===== src/design/polygon_clip_sutherland_hodgman_core_macros.svh =====
// Assertion macros for the polygon clipper core.
// Depends on nothing; the user supplies clk and arst_n in scope.
`ifndef POLYGON_CLIP_SUTHERLAND_HODGMAN_CORE_MACROS_SVH
`define POLYGON_CLIP_SUTHERLAND_HODGMAN_CORE_MACROS_SVH

// Check in the same cycle.
`define SHC_ASSERT_NOW(label, pre, post, msg) \
	label: assert property (@(posedge clk) disable iff (!arst_n) (pre) |-> (post)) else $error(msg);

// Check in the following cycle.
`define SHC_ASSERT_NEXT(label, pre, post, msg) \
	label: assert property (@(posedge clk) disable iff (!arst_n) (pre) |=> (post)) else $error(msg);

`endif


===== src/design/shc_pkg.sv =====
// Shared constants and types of the polygon clipper core.
// Depends on nothing.
package shc_pkg;

	localparam int CoordBits    = 12;
	localparam int MaxVerts     = 32;
	localparam int MaxClipVerts = 16;

	localparam int VertW   = 2 * CoordBits;
	localparam int CntW    = $clog2(MaxVerts + 1);
	localparam int IdxW    = $clog2(MaxVerts);
	localparam int CCntW   = $clog2(MaxClipVerts + 1);
	localparam int CIdxW   = $clog2(MaxClipVerts);

	localparam int MulAW   = 2 * CoordBits + 1;
	localparam int MulBW   = CoordBits + 1;
	localparam int ProdW   = MulAW + MulBW;
	localparam int AccW    = ProdW + 1;
	localparam int DenW    = 2 * CoordBits + 3;
	localparam int DivCntW = $clog2(AccW + 1);

	localparam int DataW   = ((VertW + 7) / 8) * 8;
	localparam int SUserW  = 2;
	localparam int MUserW  = 2;

	localparam int UserEmpty = 0;
	localparam int UserOvf   = 1;

	typedef enum logic [1:0] {
		ACT_LOAD_SUBJ = 2'd0,
		ACT_LOAD_CLIP = 2'd1,
		ACT_CLIP      = 2'd2
	} action_t;

	typedef struct packed {
		logic signed [CoordBits-1:0] y;
		logic signed [CoordBits-1:0] x;
	} vertex_t;

endpackage


===== src/design/shc_ram.sv =====
// Generic single-write, single-read memory with registered read data.
// Depends on nothing.
module shc_ram #(
	parameter int Width = 8,
	parameter int Depth = 16
) (
	input  logic                     clk,
	input  logic                     we,
	input  logic [$clog2(Depth)-1:0] waddr,
	input  logic [Width-1:0]         wdata,
	input  logic [$clog2(Depth)-1:0] raddr,
	output logic [Width-1:0]         rdata
);

	logic [Width-1:0] mem_q [Depth];
	logic [Width-1:0] rdata_q;

	always_ff @(posedge clk) begin
		if (we) begin
			mem_q[waddr] <= wdata;
		end
		rdata_q <= mem_q[raddr];
	end

	assign rdata = rdata_q;

endmodule


===== src/design/polygon_clip_sutherland_hodgman_core.sv =====
// Sutherland-Hodgman clipper: load words are accepted one per cycle, back to back,
// while idle. A clip word blocks input while every clipper edge runs over every
// subject edge on one shared multiplier and one bit-serial divider, and while
// the result vertices are emitted. Async active-low reset clears counts, flags
// and control state.
// Depends on shc_pkg, shc_ram and the macros header.
`include "polygon_clip_sutherland_hodgman_core_macros.svh"

module polygon_clip_sutherland_hodgman_core (
	input  logic                             clk,
	input  logic                             arst_n,
	input  logic                             s_tvalid,
	output logic                             s_tready,
	input  logic [shc_pkg::DataW-1:0]        s_tdata,  // vertex_x, vertex_y, zero pad
	input  logic [shc_pkg::SUserW-1:0]       s_tuser,  // action
	output logic                             m_tvalid,
	input  logic                             m_tready,
	output logic [shc_pkg::DataW-1:0]        m_tdata,  // out_x, out_y, zero pad
	output logic [shc_pkg::MUserW-1:0]       m_tuser,  // empty_result, overflow
	output logic                             m_tlast
);

	localparam int CW = shc_pkg::CoordBits;

	typedef enum logic [4:0] {
		S_IDLE, S_CRD_A, S_CRD_B, S_CLAT,
		S_JOB0, S_JOB1, S_JOB2,
		S_RD_FIRST, S_LAT_FIRST, S_RD_E, S_LAT_E, S_DECIDE,
		S_DIV, S_PUSH_I, S_PUSH_E, S_ADV, S_PASS_END,
		S_EMIT_RD, S_EMIT_LAT, S_EMIT_WAIT
	} state_t;

	// Each job forms t0 - t1 from two products of the shared multiplier.
	typedef enum logic [2:0] {
		J_CAB, J_SIDE, J_CPQ, J_DEN, J_NUMX, J_NUMY
	} job_t;

	state_t state_q;
	job_t   job_q;

	logic [shc_pkg::CntW-1:0]  scount_q, m_q, i_q, k_q;
	logic [shc_pkg::CCntW-1:0] ccount_q, p_q;
	logic                      ovf_q, bank_q, side_first_q;

	shc_pkg::vertex_t a_q, b_q, s_q, e_q, first_q, ivert_q;
	logic signed [CW:0] dxab_q, dyab_q;
	logic s_in_q, e_in_q;

	logic signed [shc_pkg::MulAW-1:0] cab_q, cpq_q;
	logic signed [shc_pkg::DenW-1:0]  den_q;
	logic signed [shc_pkg::ProdW-1:0] prod_s1;
	logic signed [shc_pkg::AccW-1:0]  acc_q, res;

	// Divider state.
	logic [shc_pkg::AccW-1:0]    nq_q;
	logic [shc_pkg::DenW-1:0]    dmag_q, rem_q;
	logic [shc_pkg::DivCntW-1:0] div_cnt_q;
	logic                        div_neg_q, div_zero_q, div_y_q;

	// Output register.
	logic                   out_valid_q, out_last_q, out_empty_q, out_ovf_q;
	shc_pkg::vertex_t       out_vert_q;

	// Memories.
	logic                     subj_we [2];
	logic [shc_pkg::IdxW-1:0] subj_waddr, subj_raddr;
	shc_pkg::vertex_t         subj_wdata;
	logic [shc_pkg::VertW-1:0] subj_rdata [2];
	shc_pkg::vertex_t         subj_rd;
	logic                     clip_we;
	logic [shc_pkg::CIdxW-1:0] clip_raddr;
	shc_pkg::vertex_t         clip_rd;
	logic [shc_pkg::VertW-1:0] clip_rdata;

	shc_pkg::vertex_t  in_vert;
	shc_pkg::action_t  in_act;
	logic              in_acc;

	assign in_vert  = s_tdata[shc_pkg::VertW-1:0];
	assign in_act   = shc_pkg::action_t'(s_tuser);
	assign s_tready = (state_q == S_IDLE);
	assign in_acc   = s_tvalid && s_tready;

	assign subj_rd = bank_q ? subj_rdata[1] : subj_rdata[0];
	assign clip_rd = clip_rdata;

	// Write port: loads go to the current bank, pushes to the other one.
	logic push_en;
	logic load_subj;
	assign load_subj = in_acc && (in_act == shc_pkg::ACT_LOAD_SUBJ) &&
		(scount_q < shc_pkg::CntW'(shc_pkg::MaxVerts));
	assign push_en = ((state_q == S_PUSH_I) || (state_q == S_PUSH_E)) &&
		(m_q < shc_pkg::CntW'(shc_pkg::MaxVerts));

	always_comb begin
		subj_we[0] = 1'b0;
		subj_we[1] = 1'b0;
		subj_waddr = scount_q[shc_pkg::IdxW-1:0];
		subj_wdata = in_vert;
		if (load_subj) begin
			subj_we[bank_q] = 1'b1;
		end else if (push_en) begin
			subj_we[!bank_q] = 1'b1;
			subj_waddr = m_q[shc_pkg::IdxW-1:0];
			subj_wdata = (state_q == S_PUSH_I) ? ivert_q : e_q;
		end
	end

	always_comb begin
		case (state_q)
			S_RD_E:    subj_raddr = shc_pkg::IdxW'(i_q + 1'b1);
			S_EMIT_RD: subj_raddr = k_q[shc_pkg::IdxW-1:0];
			default:   subj_raddr = '0;
		endcase
	end

	assign clip_we = in_acc && (in_act == shc_pkg::ACT_LOAD_CLIP) &&
		(ccount_q < shc_pkg::CCntW'(shc_pkg::MaxClipVerts));

	// Wrap to vertex 0 on the closing clipper edge.
	logic [shc_pkg::CCntW-1:0] p_next;
	assign p_next = p_q + 1'b1;
	always_comb begin
		if (state_q == S_CRD_B) begin
			clip_raddr = (p_next == ccount_q) ? '0 : p_next[shc_pkg::CIdxW-1:0];
		end else begin
			clip_raddr = p_q[shc_pkg::CIdxW-1:0];
		end
	end

	for (genvar g = 0; g < 2; g++) begin : g_subj
		shc_ram #(.Width(shc_pkg::VertW), .Depth(shc_pkg::MaxVerts)) u_subj (
			.clk   (clk),
			.we    (subj_we[g]),
			.waddr (subj_waddr),
			.wdata (subj_wdata),
			.raddr (subj_raddr),
			.rdata (subj_rdata[g])
		);
	end

	shc_ram #(.Width(shc_pkg::VertW), .Depth(shc_pkg::MaxClipVerts)) u_clip (
		.clk   (clk),
		.we    (clip_we),
		.waddr (ccount_q[shc_pkg::CIdxW-1:0]),
		.wdata (in_vert),
		.raddr (clip_raddr),
		.rdata (clip_rdata)
	);

	// Shared multiplier operand select.
	logic signed [shc_pkg::MulAW-1:0] op_a;
	logic signed [shc_pkg::MulBW-1:0] op_b;
	logic signed [CW:0] dxpq, dypq, epx, epy;
	logic term1;

	assign dxpq  = (CW+1)'(s_q.x) - (CW+1)'(e_q.x);
	assign dypq  = (CW+1)'(s_q.y) - (CW+1)'(e_q.y);
	assign epx   = (CW+1)'(e_q.x) - (CW+1)'(a_q.x);
	assign epy   = (CW+1)'(e_q.y) - (CW+1)'(a_q.y);
	assign term1 = (state_q == S_JOB1);

	always_comb begin
		case (job_q)
			J_CAB: begin
				op_a = term1 ? shc_pkg::MulAW'(a_q.y) : shc_pkg::MulAW'(a_q.x);
				op_b = term1 ? shc_pkg::MulBW'(b_q.x) : shc_pkg::MulBW'(b_q.y);
			end
			J_SIDE: begin
				op_a = term1 ? shc_pkg::MulAW'(epy) : shc_pkg::MulAW'(epx);
				op_b = term1 ? dxab_q : dyab_q;
			end
			J_CPQ: begin
				op_a = term1 ? shc_pkg::MulAW'(s_q.y) : shc_pkg::MulAW'(s_q.x);
				op_b = term1 ? shc_pkg::MulBW'(e_q.x) : shc_pkg::MulBW'(e_q.y);
			end
			J_DEN: begin
				op_a = term1 ? shc_pkg::MulAW'(dxpq) : shc_pkg::MulAW'(dypq);
				op_b = term1 ? dyab_q : dxab_q;
			end
			J_NUMX: begin
				op_a = term1 ? cpq_q : cab_q;
				op_b = term1 ? dxab_q : dxpq;
			end
			J_NUMY: begin
				op_a = term1 ? cpq_q : cab_q;
				op_b = term1 ? dyab_q : dypq;
			end
			default: begin
				op_a = '0;
				op_b = '0;
			end
		endcase
	end

	assign res = acc_q - shc_pkg::AccW'(prod_s1);

	// Divider step and saturated quotient.
	logic [shc_pkg::DenW:0]    rem_sh;
	logic                      q_bit;
	logic [shc_pkg::AccW-1:0]  num_mag;
	logic [shc_pkg::DenW-1:0]  den_mag;
	logic signed [CW-1:0]      quot;
	localparam logic [shc_pkg::AccW-1:0] PosLim = shc_pkg::AccW'((2 ** (CW - 1)) - 1);
	localparam logic [shc_pkg::AccW-1:0] NegLim = shc_pkg::AccW'(2 ** (CW - 1));

	assign rem_sh  = {rem_q, nq_q[shc_pkg::AccW-1]};
	assign q_bit   = (rem_sh >= {1'b0, dmag_q});
	assign num_mag = res[shc_pkg::AccW-1] ? (~res + 1'b1) : res;
	assign den_mag = den_q[shc_pkg::DenW-1] ? (~den_q + 1'b1) : den_q;

	always_comb begin
		if (div_zero_q) begin
			quot = '0;
		end else if (!div_neg_q) begin
			quot = (nq_q > PosLim) ? PosLim[CW-1:0] : nq_q[CW-1:0];
		end else begin
			quot = (nq_q > NegLim) ? NegLim[CW-1:0] : -nq_q[CW-1:0];
		end
	end

	logic last_e;
	assign last_e = ((i_q + 1'b1) == scount_q);

	always_ff @(posedge clk or negedge arst_n) begin
		if (!arst_n) begin
			state_q      <= S_IDLE;
			job_q        <= J_CAB;
			scount_q     <= '0;
			ccount_q     <= '0;
			ovf_q        <= 1'b0;
			bank_q       <= 1'b0;
			m_q          <= '0;
			p_q          <= '0;
			i_q          <= '0;
			k_q          <= '0;
			side_first_q <= 1'b0;
			div_cnt_q    <= '0;
			out_valid_q  <= 1'b0;
		end else begin
			case (state_q)
				S_IDLE: begin
					if (in_acc) begin
						case (in_act)
							shc_pkg::ACT_LOAD_SUBJ: begin
								if (load_subj) begin
									scount_q <= scount_q + 1'b1;
								end else begin
									ovf_q <= 1'b1;
								end
							end
							shc_pkg::ACT_LOAD_CLIP: begin
								if (clip_we) begin
									ccount_q <= ccount_q + 1'b1;
								end
							end
							shc_pkg::ACT_CLIP: begin
								p_q     <= '0;
								m_q     <= '0;
								k_q     <= '0;
								state_q <= (ccount_q == '0) ? S_EMIT_RD : S_CRD_A;
							end
							default: ;
						endcase
					end
				end
				S_CRD_A: state_q <= S_CRD_B;
				S_CRD_B: begin
					a_q     <= clip_rd;
					state_q <= S_CLAT;
				end
				S_CLAT: begin
					b_q     <= clip_rd;
					dxab_q  <= (CW+1)'(a_q.x) - (CW+1)'(clip_rd.x);
					dyab_q  <= (CW+1)'(a_q.y) - (CW+1)'(clip_rd.y);
					job_q   <= J_CAB;
					state_q <= S_JOB0;
				end
				S_JOB0: begin
					prod_s1 <= op_a * op_b;
					state_q <= S_JOB1;
				end
				S_JOB1: begin
					acc_q   <= shc_pkg::AccW'(prod_s1);
					prod_s1 <= op_a * op_b;
					state_q <= S_JOB2;
				end
				S_JOB2: begin
					case (job_q)
						J_CAB: begin
							cab_q   <= res[shc_pkg::MulAW-1:0];
							state_q <= (scount_q == '0) ? S_PASS_END : S_RD_FIRST;
						end
						J_SIDE: begin
							if (side_first_q) begin
								s_q     <= e_q;
								s_in_q  <= res[shc_pkg::AccW-1];
								i_q     <= '0;
								// A single vertex closes on itself.
								state_q <= (scount_q == shc_pkg::CntW'(1)) ? S_LAT_E : S_RD_E;
							end else begin
								e_in_q  <= res[shc_pkg::AccW-1];
								state_q <= S_DECIDE;
							end
						end
						J_CPQ: begin
							cpq_q   <= res[shc_pkg::MulAW-1:0];
							job_q   <= J_DEN;
							state_q <= S_JOB0;
						end
						J_DEN: begin
							den_q   <= res[shc_pkg::DenW-1:0];
							job_q   <= J_NUMX;
							state_q <= S_JOB0;
						end
						default: begin
							// Numerator ready: load the divider.
							nq_q       <= num_mag;
							dmag_q     <= den_mag;
							rem_q      <= '0;
							div_neg_q  <= res[shc_pkg::AccW-1] ^ den_q[shc_pkg::DenW-1];
							div_zero_q <= (den_q == '0);
							div_y_q    <= (job_q == J_NUMY);
							div_cnt_q  <= shc_pkg::DivCntW'(shc_pkg::AccW);
							state_q    <= S_DIV;
						end
					endcase
				end
				S_RD_FIRST: state_q <= S_LAT_FIRST;
				S_LAT_FIRST: begin
					first_q      <= subj_rd;
					e_q          <= subj_rd;
					side_first_q <= 1'b1;
					job_q        <= J_SIDE;
					state_q      <= S_JOB0;
				end
				S_RD_E: state_q <= S_LAT_E;
				S_LAT_E: begin
					e_q          <= last_e ? first_q : subj_rd;
					side_first_q <= 1'b0;
					job_q        <= J_SIDE;
					state_q      <= S_JOB0;
				end
				S_DECIDE: begin
					if (s_in_q != e_in_q) begin
						job_q   <= J_CPQ;
						state_q <= S_JOB0;
					end else if (s_in_q) begin
						state_q <= S_PUSH_E;
					end else begin
						state_q <= S_ADV;
					end
				end
				S_DIV: begin
					if (div_cnt_q != '0) begin
						rem_q     <= q_bit ? shc_pkg::DenW'(rem_sh - {1'b0, dmag_q})
						                   : rem_sh[shc_pkg::DenW-1:0];
						nq_q      <= {nq_q[shc_pkg::AccW-2:0], q_bit};
						div_cnt_q <= div_cnt_q - 1'b1;
					end else if (!div_y_q) begin
						ivert_q.x <= quot;
						job_q     <= J_NUMY;
						state_q   <= S_JOB0;
					end else begin
						ivert_q.y <= quot;
						state_q   <= S_PUSH_I;
					end
				end
				S_PUSH_I, S_PUSH_E: begin
					if (push_en) begin
						m_q <= m_q + 1'b1;
					end else begin
						ovf_q <= 1'b1;
					end
					state_q <= (state_q == S_PUSH_I && e_in_q) ? S_PUSH_E : S_ADV;
				end
				S_ADV: begin
					s_q     <= e_q;
					s_in_q  <= e_in_q;
					i_q     <= i_q + 1'b1;
					// The last subject edge has just been handled.
					state_q <= last_e ? S_PASS_END
						: (((i_q + shc_pkg::CntW'(2)) == scount_q) ? S_LAT_E : S_RD_E);
				end
				S_PASS_END: begin
					scount_q <= m_q;
					m_q      <= '0;
					bank_q   <= !bank_q;
					p_q      <= p_next;
					state_q  <= (p_next == ccount_q) ? S_EMIT_RD : S_CRD_A;
				end
				S_EMIT_RD: begin
					if (scount_q == '0) begin
						out_vert_q  <= '0;
						out_last_q  <= 1'b1;
						out_empty_q <= 1'b1;
						out_ovf_q   <= ovf_q;
						out_valid_q <= 1'b1;
						state_q     <= S_EMIT_WAIT;
					end else begin
						state_q <= S_EMIT_LAT;
					end
				end
				S_EMIT_LAT: begin
					out_vert_q  <= subj_rd;
					out_last_q  <= ((k_q + 1'b1) == scount_q);
					out_empty_q <= 1'b0;
					out_ovf_q   <= ovf_q;
					out_valid_q <= 1'b1;
					state_q     <= S_EMIT_WAIT;
				end
				S_EMIT_WAIT: begin
					if (m_tready) begin
						out_valid_q <= 1'b0;
						if (out_last_q) begin
							// Drop the polygon and clipper, back to loading.
							scount_q <= '0;
							ccount_q <= '0;
							ovf_q    <= 1'b0;
							state_q  <= S_IDLE;
						end else begin
							k_q     <= k_q + 1'b1;
							state_q <= S_EMIT_RD;
						end
					end
				end
				default: state_q <= S_IDLE;
			endcase
		end
	end

	assign m_tvalid = out_valid_q;
	assign m_tdata  = shc_pkg::DataW'(out_vert_q);
	assign m_tlast  = out_last_q;
	always_comb begin
		m_tuser                   = '0;
		m_tuser[shc_pkg::UserEmpty] = out_empty_q;
		m_tuser[shc_pkg::UserOvf]   = out_ovf_q;
	end

	`SHC_ASSERT_NOW(a_no_overlap, m_tvalid, !s_tready, "output word while input open")
	`SHC_ASSERT_NOW(a_scount_range, 1'b1, scount_q <= shc_pkg::CntW'(shc_pkg::MaxVerts), "subject count beyond store")
	`SHC_ASSERT_NOW(a_push_range, 1'b1, m_q <= shc_pkg::CntW'(shc_pkg::MaxVerts), "pass count beyond store")
	`SHC_ASSERT_NOW(a_empty_last, m_tvalid && m_tuser[shc_pkg::UserEmpty], m_tlast, "empty word without last")
	`SHC_ASSERT_NEXT(a_clip_busy, in_acc && (in_act == shc_pkg::ACT_CLIP), !s_tready, "input open after clip word")

endmodule


===== config.mk =====
export PLATFORM = sky130hd
export DESIGN_NAME = polygon_clip_sutherland_hodgman_core
export DESIGN_NICKNAME = d
export VERILOG_FILES = /design/src/design/shc_pkg.sv /design/src/design/shc_ram.sv /design/src/design/polygon_clip_sutherland_hodgman_core.sv
export VERILOG_INCLUDE_DIRS = /design/src /design/src/design
export SDC_FILE = /design/constraint.sdc
export NUM_CORES = 2
export LEC_CHECK = 0
export BUFFER_PORTS_ARGS = -buffer_cell sky130_fd_sc_hd__buf_2
export CORE_UTILIZATION = 60
export DETAILED_ROUTE_END_ITERATION = 12
export PLACE_DENSITY = 0.86
export SLEW_MARGIN = 0
export SYNTH_ARGS = -nofsm -noshare
export SYNTH_HDL_FRONTEND = slang
export SYNTH_SLANG_ARGS = --single-unit

===== constraint.sdc =====
create_clock -name clk -period 19.2 [get_ports clk]
set_input_delay 2.88 -clock clk [delete_from_list [all_inputs] [get_ports clk]]
set_output_delay 2.88 -clock clk [all_outputs]
set_load 0.02 [all_outputs]

## Word level (Yosys, flattened, before mapping)

Memory sizes are Yosys's and may differ from the RTL's. A register that Yosys moved wholly into a read port is not among the register bits.
Cells that the tools add are included.
W data, S select, Z words.

| cells by class | value |
|---|---|
| add/sub/neg operators | 19 |
| multiply operators | 1 |
| $lt $le $gt $ge | 10 |
| equal/unequal tests | 53 |
| multiplexer cells | 124 |
| bitwise logic cells | 9 |
| reductions and logical operators | 63 |

Operators with widths:

| kind | number |
|---|---|
| $mux W24 | 8 |
| $pmux W24 S2 | 3 |
| $mux W25 | 5 |
| $pmux W25 S5 | 1 |
| $mux W39 | 3 |
| $mux W5 | 18 |
| $pmux W5 S17 | 1 |
| $mux W6 | 14 |
| $mux W27 | 3 |
| $mux W13 | 6 |
| $pmux W13 S6 | 1 |
| $pmux W39 S2 | 1 |
| $sub A12 B12 Y13 | 6 |
| $pmux W27 S2 | 1 |
| $mux W12 | 4 |
| $eq A5 B4 Y1 const B | 8 |
| $add A39 B1 Y39 const B | 1 |
| $gt A39 B11 Y1 const B | 1 |
| $gt A39 B12 Y1 const B | 1 |
| $not A39 Y39 | 1 |
| $sub A38 B38 Y39 | 1 |
| $mul A25 B13 Y38 | 1 |
| $pmux W6 S2 | 3 |
| $pmux W6 S3 | 2 |
| 65 further kinds | 185 |

| word-level totals | value |
|---|---|
| bits in registers | 500 |
| bits in writable memories | 1920 |
| bits of input ports | 30 |
| output and inout port bits | 29 |
| word-level logic and storage cells | 328 |
| memories kept | 3 |

Memory list:

| name | depth | bits a word | read ports | clocked after Yosys merged registers in | write ports | line | text |
|---|---|---|---|---|---|---|---|
| g_subj[0].u_subj.mem_q | 32 | 24 | 1 | 1 | 1 | shc_ram.sv:15 | `logic [Width-1:0] mem_q [Depth];` |
| g_subj[1].u_subj.mem_q | 32 | 24 | 1 | 1 | 1 | shc_ram.sv:15 |  |
| u_clip.mem_q | 16 | 24 | 1 | 1 | 1 | shc_ram.sv:15 |  |

## Depth between registers and ports, before layout

| logic depth | value |
|---|---|
| word-level depth | 10 |
| depth in mapped cells | 37 |
| depth with buffers taken out | 36 |

## Hierarchy

A second synthesis with hierarchy kept.

| second synthesis, totals | value |
|---|---|
| cells, all modules | 8263 |
| area total of the unflattened synthesis | 117251.2 um^2 |

Modules (own cells, without submodules):

| module | times used | cells an instance | area an instance (um^2) | seq. area each (um^2) |
|---|---|---|---|---|
| shc_ram (g_subj[0].u_subj ...) | 2 | 1711 | 30480.5 | 23542.6 |
| polygon_clip_sutherland_hodgman_core | 1 | 4205 | 41359.7 | 14754.2 |
| shc_ram (u_clip) | 1 | 636 | 14930.6 | 12011.5 |

## Least setup slack after synthesis

Ideal clock, no wire load.

| timing | value |
|---|---|
| kind | flip-flop to flip-flop |
| start point | register e_q[0] (netlist name) |
| end point | register prod_s1[37] (netlist name) (data pin) |
| setup time | 260 ps |
| arrival | 8343 ps |
| path slack | 10597 ps |
| stages on the path, launching flop included | 34 |
| path buffers | 1 |
| cell sequence | edfxtp_1 -> inv_1 -> ha_1 -> fa_1 -> nor2b_1 -> o21ai_0 -> a21boi_0 -> o21ai_0 -> a2111oi_0 -> o21ai_0 -> a311oi_1 -> a21oi_1 -> a21oi_1 -> o21ai_1 -> clkbuf_1 -> and2_1 -> fa_1 -> inv_1 -> fa_1 -> inv_1 -> fa_1 -> fa_1 -> fa_1 -> ha_1 -> ha_1 -> nand3_1 -> nor2_1 -> nand3_1 -> o311a_1 -> nor3_1 -> a31oi_1 -> o21ai_0 -> a21oi_1 -> xnor2_1 |

| on the way | value |
|---|---|
| cells in the longest elaborated chain, start to end | 4 |

RTL lines:

| element | line | text |
|---|---|---|
| start, declared | polygon_clip_sutherland_hodgman_core.sv:45 | `shc_pkg::vertex_t a_q, b_q, s_q, e_q, first_q, ivert_q;` |
| start signal, assigned | polygon_clip_sutherland_hodgman_core.sv:332 | `e_q <= subj_rd;` |
| start signal, assigned | polygon_clip_sutherland_hodgman_core.sv:339 | `e_q <= last_e ? first_q : subj_rd;` |
| $sub A12 B12 Y13, on equally long branches | polygon_clip_sutherland_hodgman_core.sv:157, polygon_clip_sutherland_hodgman_core.sv:159 |  |
| $mux W13, or another cell as far along | polygon_clip_sutherland_hodgman_core.sv:183 | `op_b = term1 ? dxab_q : dxpq;` |
| $pmux W13 S6 or $pmux W25 S5 (tied branches) | polygon_clip_sutherland_hodgman_core.sv:164 | `case (job_q)` |
| $mul A25 B13 Y38 * | polygon_clip_sutherland_hodgman_core.sv:280, polygon_clip_sutherland_hodgman_core.sv:285 |  |
| end signal, assigned | polygon_clip_sutherland_hodgman_core.sv:280 | `prod_s1 <= op_a * op_b;` |
| end signal, assigned | polygon_clip_sutherland_hodgman_core.sv:285 | `prod_s1 <= op_a * op_b;` |
| end, declared | polygon_clip_sutherland_hodgman_core.sv:51 | `logic signed [shc_pkg::ProdW-1:0] prod_s1;` |

Mark *: on every way between the ends. The rest lies on a longest branch, timed or not.
A chain may end at the register's enable or synchronous reset.

## Worst setup path after layout

| timing | value |
|---|---|
| start point | register state_q[0] |
| end point | register prod_s1[27] (netlist name) (data pin) |

| on the way | value |
|---|---|
| cells in the longest elaborated chain, start to end | 4 |

RTL lines:

| element | line | text |
|---|---|---|
| start, declared | polygon_clip_sutherland_hodgman_core.sv:38 | `state_t state_q;` |
| start signal, assigned | polygon_clip_sutherland_hodgman_core.sv:261 | `state_q <= (ccount_q == '0) ? S_EMIT_RD : S_CRD_A;` |
| start signal, assigned | polygon_clip_sutherland_hodgman_core.sv:292 | `state_q <= (scount_q == '0) ? S_PASS_END : S_RD_FIRST;` |
| start signal, assigned | polygon_clip_sutherland_hodgman_core.sv:300 | `state_q <= (scount_q == shc_pkg::CntW'(1)) ? S_LAT_E : S_RD_E;` |
| $eq A5 B3 Y1 * | polygon_clip_sutherland_hodgman_core.sv:161, polygon_clip_sutherland_hodgman_core.sv:241 |  |
| $mux W13, or another cell as far along | polygon_clip_sutherland_hodgman_core.sv:187 | `op_b = term1 ? dyab_q : dypq;` |
| $pmux W13 S6 or $pmux W25 S5 (tied branches) | polygon_clip_sutherland_hodgman_core.sv:164 |  |
| $mul A25 B13 Y38 * | polygon_clip_sutherland_hodgman_core.sv:280, polygon_clip_sutherland_hodgman_core.sv:285 |  |

Marked as above.

==> metrics.txt <==
status completed; Multi-input gate area a little over 40,000 um^2; Layout fillers 12,700; H-tree level count 4; DR vias 81,700; arrival time worst endpoint 11.00 ns; max-slew violation count 0; number of search-and-repair iterations in the first detailed-routing pass 8; synthesized area per cell between 10 and 15 um^2; actual transition at the worst max-transition pin 1.35 ns; number of nets with antenna violations after routing 0; wire length of the first global-routing pass 491,000 um; DR vias/cell about 6.7; buffer depth of the longest clock path 3; GR Util All Layers between 30 and 40%; post-CTS setup-driven buffer insertion count 0; Max Fclk 0.0958 GHz; CTS Buf Count 230; DIE WIDTH 445 um; number of clock sinks seen by CTS 2,492; Synth Warn # 0; Routed wire per std cell 27.1 um; critical path capture point type flip-flop; unrepaired setup endpoints after global routing no; instance count of the mapped netlist ~9,500; P&R area growth vs syn 9.61%; clock tree from TritonCTS done; aggregate global routing overflow 0; number of different library cells in the post-synthesis netlist 103; post-detailed-placement half-perimeter wirelength 198,000 um; TNS Setup 0 ns; Crit Path Class flip-flop to flip-flop; Critical Path Start Type flip-flop; net count after synthesis 10,100; Final Net Count 10,000; worst-path maximum fanout 41; pin count of the biggest net entering global routing 227; starting density of the core 60.5%; detailed route wirelength on metal2 154,000 um; placeable core region 195,000 um^2; Clock Tree Root sky130_fd_sc_hd__clkbuf_16; met1 wire length 115,000 um; share of synthesized area occupied by flip-flops and latches 62.6%; highest-delay cell along the critical path sky130_fd_sc_hd__dfrtp_1; std cell rows 162; worst clock skew on the final layout 0.103 ns; Max transition margin 9.85%; DRC errors left 0; clock latency at the later pin of the worst-skew pair 0.92 ns; total setup violations reported at the end of the flow 0; Highest Signal Layer met5; Final Cycle Share 54.3%; Most Frequent Cell on Critical Path sky130_fd_sc_hd__fa_1; CP peak stage delay 0.94 ns; number of buffers inserted by port buffering 58; count of max-cap constraint violations 0; number of gates resized after cts 0; length of routed met3 wiring 42,000 um; clock edge transition at the registers on the reported setup and hold paths 0.07 ns; Tightest Hold Check Type flip-flop to flip-flop; Final GP Congestion slightly below 1; share of post-route cells with drive strength above 1 under 10%; number of failing hold endpoints at the final stage 0; via count of the first global-routing pass 80,500; synthesis-stage register bit count 2,492; register area between 70,000 and 80,000 um^2; number of antenna violations at the first check in global routing 24; Final Critical Period 10.43 ns; combined area of all synthesized cells approximately 120,000 um^2; detailed router's first-iteration violation count 13,000; total detailed-routing wirelength 332,000 um; Async S/R FF share, synth 2.09%; most common flop cell mapped by yosys sky130_fd_sc_hd__edfxtp_1; Post-CTS Hold Fix Bufs 0; IO Pins 59; count of flip-flops with a built-in enable after synthesis 2,368; area of the die just under 200,000 um^2; overall die height roughly 450 um; required time at the endpoint of the critical path 19.77 ns
[synthesized netlist by cell type, types with 52 or more instances]
cell type                  instances  area [um^2]
sky130_fd_sc_hd__mux4_2           96         2160
sky130_fd_sc_hd__a21o_1           99          743
sky130_fd_sc_hd__nor2b_1          65          407
sky130_fd_sc_hd__dfxtp_1          72         1440
sky130_fd_sc_hd__mux2_2           57          642
sky130_fd_sc_hd__nand2b_1         54          338
sky130_fd_sc_hd__xor2_1           72          631
sky130_fd_sc_hd__a31oi_1         143          895
sky130_fd_sc_hd__clkbuf_1        464         1740
sky130_fd_sc_hd__nor2_1          375         1410
sky130_fd_sc_hd__and3_1          236         1480
sky130_fd_sc_hd__and2_1           85          532
sky130_fd_sc_hd__o21ai_0         268         1340
sky130_fd_sc_hd__nand2_1        2021         7590
sky130_fd_sc_hd__fa_1            302         6050
sky130_fd_sc_hd__a211oi_1         71          533
sky130_fd_sc_hd__a21oi_1         259         1300
sky130_fd_sc_hd__edfxtp_1       2368        71100
sky130_fd_sc_hd__nor3_1           87          435
sky130_fd_sc_hd__nand3_1         453         2270
sky130_fd_sc_hd__xnor2_1         135         1180
sky130_fd_sc_hd__dfrtp_1          52         1300
sky130_fd_sc_hd__ha_1            247         3090
sky130_fd_sc_hd__inv_1           505         1900
sky130_fd_sc_hd__a311oi_1        295         2580
sky130_fd_sc_hd__mux2i_1          70          701
[critical path, delay by kind of cell (launching register included)]
kind / cells / cell delay [ns]
adders and majority gates: 7 / 3.16
and+or+nand+nor: 8 / 2.42
AOI/OAI and AO/OA: 8 / 2.09
buffers and inverters: 5 / 1.30
DFF: 1 / 0.94
xor gates and xnor gates: 1 / 0.16
[cell type report]
| cell class | count | area share [%] |
|---|---|---|
| flip-flops and latches | 2492 | 57.1 |
| repair buffers | 264 | 1.47 |
| inverters | 507 | 1.47 |
| clock inverters | 124 | 1.05 |
| clock buffers | 300 | 4.74 |
| multi-input cells | 5961 | 31.6 |
| well taps | 2624 | 2.54 |
| diodes | 9 | 0.0174 |
[cells by family after synthesis]
family	share of synthesized area (%)
xor+xnor	1.55
flops	62.6
simple gates	13.2
fa+ha+maj	7.76
compound gates	8.55
mux	2.97
buf+inv	3.37
[layout by cell type (no fill, tap or decap), types with 23 or more instances in the layout]
cell / netlist / layout
sky130_fd_sc_hd__clkinv_1: 1 / 43
sky130_fd_sc_hd__nor2_1: 375 / 296
sky130_fd_sc_hd__o21ai_4: 0 / 24
sky130_fd_sc_hd__o31ai_1: 30 / 29
sky130_fd_sc_hd__a21o_1: 99 / 99
sky130_fd_sc_hd__clkinv_2: 0 / 30
sky130_fd_sc_hd__buf_2: 11 / 58
sky130_fd_sc_hd__fa_1: 302 / 302
sky130_fd_sc_hd__a221o_1: 26 / 26
sky130_fd_sc_hd__a22o_1: 31 / 31
sky130_fd_sc_hd__xor2_1: 72 / 72
sky130_fd_sc_hd__dfrtp_1: 52 / 52
sky130_fd_sc_hd__ha_1: 247 / 247
sky130_fd_sc_hd__o21a_1: 33 / 33
sky130_fd_sc_hd__nor2_2: 0 / 73
sky130_fd_sc_hd__mux4_2: 96 / 96
sky130_fd_sc_hd__o21ai_0: 268 / 244
sky130_fd_sc_hd__a21oi_1: 259 / 255
sky130_fd_sc_hd__inv_1: 505 / 505
sky130_fd_sc_hd__nand2b_1: 54 / 53
sky130_fd_sc_hd__a311oi_1: 295 / 295
sky130_fd_sc_hd__buf_4: 2 / 201
sky130_fd_sc_hd__nand3_1: 453 / 453
sky130_fd_sc_hd__xnor2_1: 135 / 135
sky130_fd_sc_hd__mux2i_1: 70 / 70
sky130_fd_sc_hd__or3_1: 30 / 30
sky130_fd_sc_hd__nor3_1: 87 / 82
sky130_fd_sc_hd__nor2b_1: 65 / 64
sky130_fd_sc_hd__dfxtp_1: 72 / 72
sky130_fd_sc_hd__nand2_1: 2021 / 2017
sky130_fd_sc_hd__clkbuf_1: 464 / 62
sky130_fd_sc_hd__edfxtp_1: 2368 / 2368
sky130_fd_sc_hd__and3_1: 236 / 235
sky130_fd_sc_hd__a211oi_1: 71 / 71
sky130_fd_sc_hd__clkbuf_16: 0 / 232
sky130_fd_sc_hd__nand4_1: 23 / 23
sky130_fd_sc_hd__a31oi_1: 143 / 141
sky130_fd_sc_hd__mux2_2: 57 / 57
sky130_fd_sc_hd__a21boi_0: 28 / 28
sky130_fd_sc_hd__and2_1: 85 / 84
[flip-flops by register name (all words and copies together), names as in the netlist, 27 cells and up]
| name | count |
|---|---|
| dmag_q | 27 |
| g_subj.u_subj.mem_q | 1536 |
| g_subj.u_subj.rdata | 48 |
| den_q | 27 |
| rem_q | 27 |
| prod_s1 | 38 |
| nq_q | 39 |
| u_clip.mem_q | 384 |
| acc_q | 38 |
[path summary, 6_finish.rpt]
kind,from,to,slack [ns],cells past startpoint
setup / recovery,state_q[0],prod_s1[27],8.77,29
hold / removal,u_clip.rdata[15],b_q[15],0.44,0
setup reg to reg,state_q[0],prod_s1[27],8.77,29
hold reg to reg,u_clip.rdata[15],b_q[15],0.44,0
max in group asynchronous,arst_n,job_q[2],16.40,2
min in group asynchronous,arst_n,m_tvalid,2.20,2
[stage by stage]
step / instance area (um^2) / setup slack (ns) / std cells / util (%) / hold WS (ns)
4_1_cts: 129000 / 8.89 / 12300 / 66.3 / 0.433
3_3_place_gp: 122000 / 9.34 / 11800 / 62.4 / 0.434
2_1_floorplan: 118000 / 10.60 / 9487 / - / 0.425
6_report: 129000 / 8.77 / 12300 / 66.3 / 0.440
5_1_grt: 129000 / 8.14 / 12300 / 66.3 / 0.457
3_5_place_dp: 122000 / 9.15 / 11800 / 62.4 / 0.439
[layer usage]
metal  up-vias  global-route usage [%]
met2      6477                    51.4
met1     39600                    42.7
met4        16                    19.2
met3      1231                    7.73
li1      34400                       -
met5         -                       0
Power is left out: the tool's default activity adds up to more than one toggle a clock period on the data nets, which glitch-free logic cannot reach.
